<file path="config.mk">
export PLATFORM = sky130hd
export DESIGN_NAME = life_row_generation_step
export DESIGN_NICKNAME = d
export VERILOG_FILES = /design/src/rtl/lrg_pkg.sv /design/src/rtl/life_row_generation_step.sv /design/src/rtl/lrg_cell.sv /design/src/rtl/lrg_out_fifo.sv
export SDC_FILE = /design/constraint.sdc
export NUM_CORES = 2
export LEC_CHECK = 0
export BUFFER_PORTS_ARGS = -buffer_cell sky130_fd_sc_hd__buf_2
export CAP_MARGIN = 20
export CORE_AREA = 2 2 263 265
export CTS_CLUSTER_SIZE = 20
export DETAILED_ROUTE_END_ITERATION = 12
export DIE_AREA = 0 0 265 267
export PLACE_DENSITY = 0.75
export SLEW_MARGIN = 20
export SYNTH_ARGS = -nofsm -noshare
export SYNTH_HDL_FRONTEND = slang
export SYNTH_HIERARCHICAL = 1
export SYNTH_SLANG_ARGS = --single-unit
</file>
<file path="constraint.sdc">
create_clock -name aclk -period 8.3 [get_ports aclk]
set_clock_uncertainty 0.2 [all_clocks]
set_input_delay 2.49 -clock aclk [delete_from_list [all_inputs] [get_ports aclk]]
set_output_delay 2.49 -clock aclk [all_outputs]
set_load 0.03 [all_outputs]
</file>
<file path="src/rtl/lrg_pkg.sv">
// ----------------------------------------------------------------------------
// lrg_pkg
// Shared types and constants for the row-streaming life generation step.
// ----------------------------------------------------------------------------
package lrg_pkg;

    localparam int ROW_BITS      = 64;
    localparam int WIDTH_BITS    = 7;
    localparam int MAX_ROW_CELLS = 64;
    localparam int OUT_DEPTH     = 4;
    localparam int OUT_PTR_BITS  = $clog2(OUT_DEPTH);
    localparam int OUT_CNT_BITS  = $clog2(OUT_DEPTH + 1);

    localparam logic [WIDTH_BITS-1:0] ACTIVE_WIDTH_RESET = 7'd10;

    localparam logic [1:0] HELD_NONE = 2'd0;
    localparam logic [1:0] HELD_ONE  = 2'd1;
    localparam logic [1:0] HELD_TWO  = 2'd2;

    localparam logic [3:0] COUNT_BIRTH   = 4'd3;
    localparam logic [3:0] COUNT_SURVIVE = 4'd2;

    // Neighbor bits one cell shows to the cells on either side
    typedef struct packed {
        logic up;
        logic mid;
        logic dn;
    } lrg_nbr_t;

    // Shared control driven to every cell
    typedef struct packed {
        logic load;
        logic flush;
    } lrg_cell_ctrl_t;

    // One result row with its end-of-grid marker
    typedef struct packed {
        logic                last;
        logic [ROW_BITS-1:0] row;
    } lrg_result_t;

endpackage

</file>
<file path="src/rtl/life_row_generation_step.sv">
// ----------------------------------------------------------------------------
// life_row_generation_step
// B3/S23 life generation step over a grid streamed one row per transaction.
// ----------------------------------------------------------------------------
// Rows enter top first on the s_ channel, one per cycle with no gaps needed.
// A chain of ROW_CELLS column cells holds the two previous rows; each cell
// exchanges its row bits with both neighbors and counts its eight neighbors
// with a small adder in the same cycle the new row is taken. Each accepted
// row after the first of a grid gives the next generation of the row above
// it; a row with tlast also gives its own next generation and clears the
// store, so that row yields two results, or one when it is the only row of
// its grid. Results are written into a four-entry queue as the row is taken;
// the input stalls only when fewer than two queue entries are free.
// cfg_data sets the active width (reset 10; values above ROW_CELLS act as
// ROW_CELLS, zero leaves every column dead); columns at or beyond it read as
// dead and come out as zero.
module life_row_generation_step #(
    parameter int ROW_CELLS = lrg_pkg::MAX_ROW_CELLS
) (
    input  logic                            aclk,
    input  logic                            aresetn,
    input  logic                            cfg_valid,
    output logic                            cfg_ready,
    input  logic [lrg_pkg::WIDTH_BITS-1:0]  cfg_data,    // active_width
    input  logic                            s_tvalid,
    output logic                            s_tready,
    input  logic [lrg_pkg::ROW_BITS-1:0]    s_tdata,     // row_cells
    input  logic                            s_tlast,     // last_row
    output logic                            m_tvalid,
    input  logic                            m_tready,
    output logic [lrg_pkg::ROW_BITS-1:0]    m_tdata,     // next_row
    output logic                            m_tlast      // last_out
);
    import lrg_pkg::*;

    localparam logic [WIDTH_BITS-1:0] CELLS_W = WIDTH_BITS'(ROW_CELLS);

    logic [WIDTH_BITS-1:0] active_width_reg;
    logic [WIDTH_BITS-1:0] active_width_next;
    logic [1:0]            held_reg;
    logic [1:0]            held_next;
    logic [WIDTH_BITS-1:0] eff_width;
    logic                  accept;
    logic                  room_two;
    lrg_cell_ctrl_t        ctrl;
    lrg_nbr_t              nbr [ROW_CELLS+2];
    logic [ROW_CELLS-1:0]  col_en;
    logic [ROW_CELLS-1:0]  gen_mid;
    logic [ROW_CELLS-1:0]  gen_new;
    lrg_result_t           res_a;
    lrg_result_t           res_b;
    lrg_result_t           res_out;

    assign cfg_ready = 1'b1;
    assign s_tready  = room_two;
    assign accept    = s_tvalid & s_tready;
    assign eff_width = (active_width_reg > CELLS_W) ? CELLS_W : active_width_reg;
    assign ctrl      = '{load: accept, flush: s_tlast};

    assign nbr[0]           = '0;
    assign nbr[ROW_CELLS+1] = '0;

    for (genvar i = 0; i < ROW_CELLS; i++) begin : g_col
        assign col_en[i] = (WIDTH_BITS'(i) < eff_width);

        lrg_cell u_cell (
            .aclk      (aclk),
            .aresetn   (aresetn),
            .ctrl      (ctrl),
            .col_en    (col_en[i]),
            .row_bit   (s_tdata[i]),
            .nbr_left  (nbr[i]),
            .nbr_right (nbr[i+2]),
            .nbr_out   (nbr[i+1]),
            .next_mid  (gen_mid[i]),
            .next_new  (gen_new[i])
        );
    end

    assign res_a = '{last: 1'b0, row: ROW_BITS'(gen_mid)};
    assign res_b = '{last: 1'b1, row: ROW_BITS'(gen_new)};

    lrg_out_fifo u_out_fifo (
        .aclk      (aclk),
        .aresetn   (aresetn),
        .push_a    (accept & (held_reg != HELD_NONE)),
        .data_a    (res_a),
        .push_b    (accept & s_tlast),
        .data_b    (res_b),
        .room_two  (room_two),
        .out_valid (m_tvalid),
        .out_ready (m_tready),
        .out_data  (res_out)
    );

    assign m_tdata = res_out.row;
    assign m_tlast = res_out.last;

    always_comb begin
        active_width_next = active_width_reg;
        if (cfg_valid & cfg_ready) begin
            active_width_next = cfg_data;
        end
        held_next = held_reg;
        if (accept) begin
            if (s_tlast) begin
                held_next = HELD_NONE;
            end else if (held_reg != HELD_NONE) begin
                held_next = HELD_TWO;
            end else begin
                held_next = HELD_ONE;
            end
        end
    end

    always_ff @(posedge aclk) begin
        if (!aresetn) begin
            active_width_reg <= ACTIVE_WIDTH_RESET;
            held_reg         <= HELD_NONE;
        end else begin
            active_width_reg <= active_width_next;
            held_reg         <= held_next;
        end
    end

    a_held_range: assert property (@(posedge aclk) disable iff (!aresetn)
        held_reg != 2'd3)
        else $error("held row count out of range");

    a_last_clears: assert property (@(posedge aclk) disable iff (!aresetn)
        (accept & s_tlast) |=> (held_reg == HELD_NONE))
        else $error("store not cleared after last row");

    a_row_held: assert property (@(posedge aclk) disable iff (!aresetn)
        (accept & !s_tlast) |=> (held_reg != HELD_NONE))
        else $error("row not held after transaction");

endmodule

</file>
<file path="src/rtl/lrg_cell.sv">
// ----------------------------------------------------------------------------
// lrg_cell
// One column of the grid: holds the upper and middle row bits of its column,
// shows them to its neighbors and forms the next-generation bits of the
// middle row and of the incoming row.
// ----------------------------------------------------------------------------
module lrg_cell (
    input  logic                   aclk,
    input  logic                   aresetn,
    input  lrg_pkg::lrg_cell_ctrl_t ctrl,
    input  logic                   col_en,
    input  logic                   row_bit,
    input  lrg_pkg::lrg_nbr_t      nbr_left,
    input  lrg_pkg::lrg_nbr_t      nbr_right,
    output lrg_pkg::lrg_nbr_t      nbr_out,
    output logic                   next_mid,
    output logic                   next_new
);
    import lrg_pkg::*;

    logic       above_reg;
    logic       above_next;
    logic       middle_reg;
    logic       middle_next;
    logic       up;
    logic       mid;
    logic       dn;
    logic [3:0] count_mid;
    logic [3:0] count_new;

    assign up  = above_reg & col_en;
    assign mid = middle_reg & col_en;
    assign dn  = row_bit & col_en;

    assign nbr_out = '{up: up, mid: mid, dn: dn};

    always_comb begin
        count_mid = {3'b0, nbr_left.up}  + {3'b0, up}  + {3'b0, nbr_right.up}
                  + {3'b0, nbr_left.mid} + {3'b0, nbr_right.mid}
                  + {3'b0, nbr_left.dn}  + {3'b0, dn}  + {3'b0, nbr_right.dn};
        count_new = {3'b0, nbr_left.mid} + {3'b0, mid} + {3'b0, nbr_right.mid}
                  + {3'b0, nbr_left.dn}  + {3'b0, nbr_right.dn};
    end

    assign next_mid = col_en & ((count_mid == COUNT_BIRTH)
                                | (mid & (count_mid == COUNT_SURVIVE)));
    assign next_new = col_en & ((count_new == COUNT_BIRTH)
                                | (dn & (count_new == COUNT_SURVIVE)));

    always_comb begin
        above_next  = above_reg;
        middle_next = middle_reg;
        if (ctrl.load) begin
            if (ctrl.flush) begin
                above_next  = 1'b0;
                middle_next = 1'b0;
            end else begin
                above_next  = middle_reg;
                middle_next = dn;
            end
        end
    end

    always_ff @(posedge aclk) begin
        if (!aresetn) begin
            above_reg  <= 1'b0;
            middle_reg <= 1'b0;
        end else begin
            above_reg  <= above_next;
            middle_reg <= middle_next;
        end
    end

endmodule

</file>
<file path="src/rtl/lrg_out_fifo.sv">
// ----------------------------------------------------------------------------
// lrg_out_fifo
// Small result queue: up to two rows in per cycle, one out when out_ready.
// ----------------------------------------------------------------------------
module lrg_out_fifo (
    input  logic                 aclk,
    input  logic                 aresetn,
    input  logic                 push_a,
    input  lrg_pkg::lrg_result_t data_a,
    input  logic                 push_b,
    input  lrg_pkg::lrg_result_t data_b,
    output logic                 room_two,
    output logic                 out_valid,
    input  logic                 out_ready,
    output lrg_pkg::lrg_result_t out_data
);
    import lrg_pkg::*;

    lrg_result_t             mem [OUT_DEPTH];
    logic [OUT_PTR_BITS-1:0] wr_ptr_reg;
    logic [OUT_PTR_BITS-1:0] wr_ptr_next;
    logic [OUT_PTR_BITS-1:0] rd_ptr_reg;
    logic [OUT_PTR_BITS-1:0] rd_ptr_next;
    logic [OUT_CNT_BITS-1:0] count_reg;
    logic [OUT_CNT_BITS-1:0] count_next;
    logic [OUT_CNT_BITS-1:0] n_push;
    logic                    pop;
    lrg_result_t             first_data;

    assign n_push     = OUT_CNT_BITS'(push_a) + OUT_CNT_BITS'(push_b);
    assign first_data = push_a ? data_a : data_b;
    assign pop        = out_valid & out_ready;
    assign out_valid  = (count_reg != '0);
    assign out_data   = mem[rd_ptr_reg];
    assign room_two   = (count_reg <= OUT_CNT_BITS'(OUT_DEPTH - 2));

    always_comb begin
        wr_ptr_next = wr_ptr_reg + OUT_PTR_BITS'(n_push);
        rd_ptr_next = rd_ptr_reg + OUT_PTR_BITS'(pop);
        count_next  = count_reg + n_push - OUT_CNT_BITS'(pop);
    end

    always_ff @(posedge aclk) begin
        if (push_a | push_b) begin
            mem[wr_ptr_reg] <= first_data;
        end
        if (push_a & push_b) begin
            mem[wr_ptr_reg + OUT_PTR_BITS'(1)] <= data_b;
        end
    end

    always_ff @(posedge aclk) begin
        if (!aresetn) begin
            wr_ptr_reg <= '0;
            rd_ptr_reg <= '0;
            count_reg  <= '0;
        end else begin
            wr_ptr_reg <= wr_ptr_next;
            rd_ptr_reg <= rd_ptr_next;
            count_reg  <= count_next;
        end
    end

    a_count_bound: assert property (@(posedge aclk) disable iff (!aresetn)
        count_reg <= OUT_CNT_BITS'(OUT_DEPTH))
        else $error("result queue count out of range");

    a_no_overflow: assert property (@(posedge aclk) disable iff (!aresetn)
        (push_a | push_b) |-> (count_reg + n_push - OUT_CNT_BITS'(pop))
                              <= OUT_CNT_BITS'(OUT_DEPTH))
        else $error("result queue overflow");

endmodule

</file>
; ---- Yosys cells after proc, flatten, opt, wreduce, memory -nomap -nowiden
; Memories as Yosys holds them, arrays and structs flattened. A register that Yosys moved wholly into a read port is not among the register bits.
; Index checks and enable logic that the tools add are counted.
; W data, S select, Z words.
[classes]
n_reduce_logical = 2
bitwise = 582
n_addsub = 698
order_cmp = 66
eq_ne = 256
muxes = 137
[op_table]
columns = operator, count
row1 = $add A4 B1 Y4, 566
row2 = $eq A4 B2 Y1 const B, 256
row3 = $and A1 B1 Y1, 453
row4 = $add A1 B1 Y2, 127
row5 = $lt A6 B7 Y1 const A, 32
row6 = $mux W1, 132
row7 = $or A1 B1 Y1, 129
row8 = $lt A5 B7 Y1 const A, 16
row9 = $mux W65, 1
row10 = $lt A4 B7 Y1 const A, 8
row11 = $lt A3 B7 Y1 const A, 4
row12 = $lt A1 B7 Y1 const A, 2
row13 = $lt A2 B7 Y1 const A, 2
row14 = $gt A7 B7 Y1 const B, 1
row15 = $mux W7, 1
row16 = $mux W2, 3
row17 = $add A3 B3 Y3, 1
row18 = $le A3 B2 Y1 const B, 1
row19 = $reduce_bool A3 Y1, 1
row20 = $sub A3 B1 Y3, 1
row21 = $add A2 B1 Y2, 1
row22 = $add A2 B1 Y2 const B, 1
row23 = $add A2 B2 Y2, 1
row24 = $reduce_bool A2 Y1, 1
[word_totals]
mem_bits_rw = 260
out_inout_bits = 68
reg_bits = 144
word_cells = 1875
memories = 1
in_bits = 77
[mem_list]
columns = name, depth, word_bits, read_ports, rd_ports_with_merged_regs, wr, line_no
row1 = u_out_fifo.mem, 4, 65, 1, 1, 2, lrg_out_fifo.sv:19  ; lrg_result_t mem [OUT_DEPTH];

; ---- Depth between registers and ports, before layout
[logic_depth]
ltp_word = 16
ltp_mapped = 20
depth_no_buf = 18

; ---- By module
; Netlist, hierarchy kept.
[by_module_without_submodules]
columns = module, area_per_inst_um2, seq_area_each_um2, cells_per_inst, n_inst
row1 = lrg_cell at g_col[0].u_cell ..., 394.1, 40.0, 47, 37
row2 = lrg_out_fifo, 13868.3, 7947.6, 993, 1
row3 = lrg_cell at g_col[17].u_cell ..., 399.1, 40.0, 46, 24
row4 = lrg_cell at g_col[31].u_cell ..., 391.6, 40.0, 47, 3
row5 = life_row_generation_step, 1098.6, 180.2, 156, 1

; ---- Worst setup path before layout
; No wires, ideal clock.
[synth_timing]
path_type = input -> register
startpoint = in s_tvalid
endpoint = mem u_out_fifo/mem[1][0] in the netlist's numbering (enable)
required_time_ps = 7590
n_path_buf = 2
path_stages = 8
t_arrival_ps = 6856
setup_time_ps = 510
setup_slack_ps = 734
cell_sequence = nand2_1 -> nor2_1 -> buf_2 -> buf_2 -> inv_1 -> ha_1 -> nand2b_1 -> a21oi_1
[synth_rtl]
columns = element, line_no
row1 = "start, declared", life_row_generation_step.sv:25  ; input logic s_tvalid,
row2 = "end, declared", lrg_out_fifo.sv:19

==> results.cfg <==
[status]
status = complete, no violations

[finish]
fin_nets = 4782
drive_gt1_share_pct = 13.13
mostFrequentLayoutCells = 910 x inv_1, 447 x nand2_1, 385 x fa_1
largest_register_ffs = 260
area_growth_pct = 4.433
final_common_cell = inv_1

[sta]
fmax_mhz = 163.2
tightest_slew_ns = 1.151
setup_violations = 0
fin_hold_ws_ns = 0.2784
finalSetupTns_ns = 0
relSlewSlack_pct = 22.44
slew_violations = 0
rsz0062_at_grt = no
report.final.hold_viol_count = 0
setup_slack_ns = 2.174
period_minus_slack_ns = 6.126
fin_crit_sh_pct = 73.81

[clock_tree]
clock_latency_ns = 0.60
cts_tree = done
cts.clk_slew.worst_paths_ns = 0.06
clock_sinks = 404
ctsHoldBuffers = 0
h-tree-depth = 2
clock_path_buffers = 3
ctsRootBufferMaster = clkbuf_16
cts_buffers = 48
ctsResizeCount = 0
cts_setup_buffers = 0

[worst_setup_path]
r2r_slack_ns = 2.17
reg2reg_from = active_width_reg[1]
end_kind = flop
worstPathRequired_ns = 8.51
critPathArrivalTime_ns = 6.34
crit_fanout = 11
worstSetupPathType = flop to flop
rr_worst_depth = 16
r2r_end = u_out_fifo/mem[1][39]
start_kind = flop

[grt]
antenna_found_initial = 9
overflow = 0
grt_start_max_net_pins = 139
grt_pass1_vias = 29740
grt_pass1_wl_um = 154800
grt_util_all_layers_pct = 27.53

[logic_synthesis]
ys_ff_latch = 404
netlist_area_mm2 = 0.04030
synthArstFlopShare_pct = 0
synth_edf_count = 260
synth_cell_types = 66
ys.flop_type = edfxtp_1
ys_seq_area_share_pct = 26.52
syn_area_per_cell_um2 = 9.752
syn-instance-count = 4133
synth-warning-count = 6

[worst_hold_path]
hold_start = g_col[18].u_cell/above_reg
hold_end = g_col[18].u_cell/above_reg
min_path_cells = 2
hp-class = flop to flop

[power_and_ir_drop]
power_density_mw_per_mm2 = 164.8
finalPower_mw = 6.937
vdd.ir_drop.worst_v = 0.0001486
power.leakage_nw = 19.31

[placement]
port_buffers = 143
hpwlAfterDp_um = 69680
gp_congestion = 0.8706
dpl_worst_slack_ns = 1.927

[floorplanning]
die_w_um = 265
start_util_pct = 59.28
ios = 145
core.rowCount = 96
fp.dieH_um = 267
die_area_mm2 = 0.07076
core_area_mm2 = 0.06799

[drt]
finalWirelength_um = 96470
ant_nets = 0
avgRoutedWirePerCell_um = 19.35
vias = 28920
drcViolationCount = 0
drt_iter0_markers = 2169
drtPass1Iterations = 6
routed_via_density = 5.802

[flow_run]
drv_cap = 0
-- how the worst max path moves through the flow --
stage	start	to	slack, ns	depth (start not counted)
floorplan	s_tvalid	u_out_fifo/mem[1][0]	0.73	8
global placement	s_tdata[25]	u_out_fifo/mem[1][26]	2.03	14
detailed placement	s_tdata[25]	u_out_fifo/mem[1][26]	1.93	14
CTS	active_width_reg[1]	u_out_fifo/mem[2][39]	2.17	16
global route	active_width_reg[1]	u_out_fifo/mem[1][15]	1.92	17
finish	active_width_reg[1]	u_out_fifo/mem[1][39]	2.17	16
-- worst max-delay path, stage by stage, from the launching register on --
cell and delay (ns):
dfxtp_1 0.56, nor2b_4 0.32, nand3_1 0.57, o21ai_0 0.94
nand2_1 0.24, inv_1 0.13, inv_1 0.09, fa_1 0.54
fa_1 0.44, fa_1 0.49, inv_1 0.04, ha_1 0.20
fa_1 0.49, o2111ai_1 0.09, a21oi_1 0.18, nand2_1 0.14
o221ai_1 0.27
-- cells in the mapped netlist, types with 65 or more instances --
cell / number / area (µm²)
inv_1: 911 / 3420
nand2_1: 448 / 1682
fa_1: 385 / 7707
ha_1: 263 / 3291
edfxtp_1: 260 / 7807
nand2b_1: 260 / 1627
o221ai_1: 260 / 2277
buf_4: 211 / 1584
dfxtp_1: 144 / 2883
nand3b_1: 85 / 638.1
nor2b_1: 71 / 444.2
nor3_1: 66 / 330.3
mux4_2: 65 / 1464
-- cell type report --
class,count,area (µm²)
Fill cell,5613,25890
Multi-Input combinational cell,2476,24050
Sequential cell,404,10700
Inverter,952,3581
Clock buffer,58,1270
Tap cell,882,1104
Timing Repair Buffer,175,960.9
Clock inverter,32,410.4
Antenna cell,6,15.01
-- cells by family after synthesis --
group / count (synthesis) / synth area share, %
flops: 404 / 26.52
fa+ha+maj: 648 / 27.29
compound gates: 601 / 12.43
mux: 71 / 3.781
xor+xnor: 3 / 0.1335
other cells: 2 / 0.01863
buf+inv: 1262 / 14.07
simple gates: 1142 / 15.75
-- stage by stage --
stage,utilization [%],area [µm²],instances
floorplan,-,40340,4142
finish,61.91,42090,4985
global route,61.90,42090,4983
global placement,59.42,40400,4889
detailed placement,59.42,40400,4889
CTS,61.89,42080,4979
-- routing by layer --
metal  part of all wire (%)  vias up  GRT usage (%)
li1                       -    13430              -
met3                    6.8      193          4.198
met5                  0.025        -              0
met2                     49      987          48.09
met1                     41    14300          35.12
met4                    3.0        4          9.055
-- where the power goes --
part | internal, mW | leakage [nW] | switching [mW]
Sequential | 2.31 | 3.36 | 0.128
Clock | 1.37 | 0.810 | 0.911
Combinational | 0.819 | 15.1 | 1.40
Total | 4.50 | 19.3 | 2.43
No activity file was read; power rests on OpenSTA's default activity.
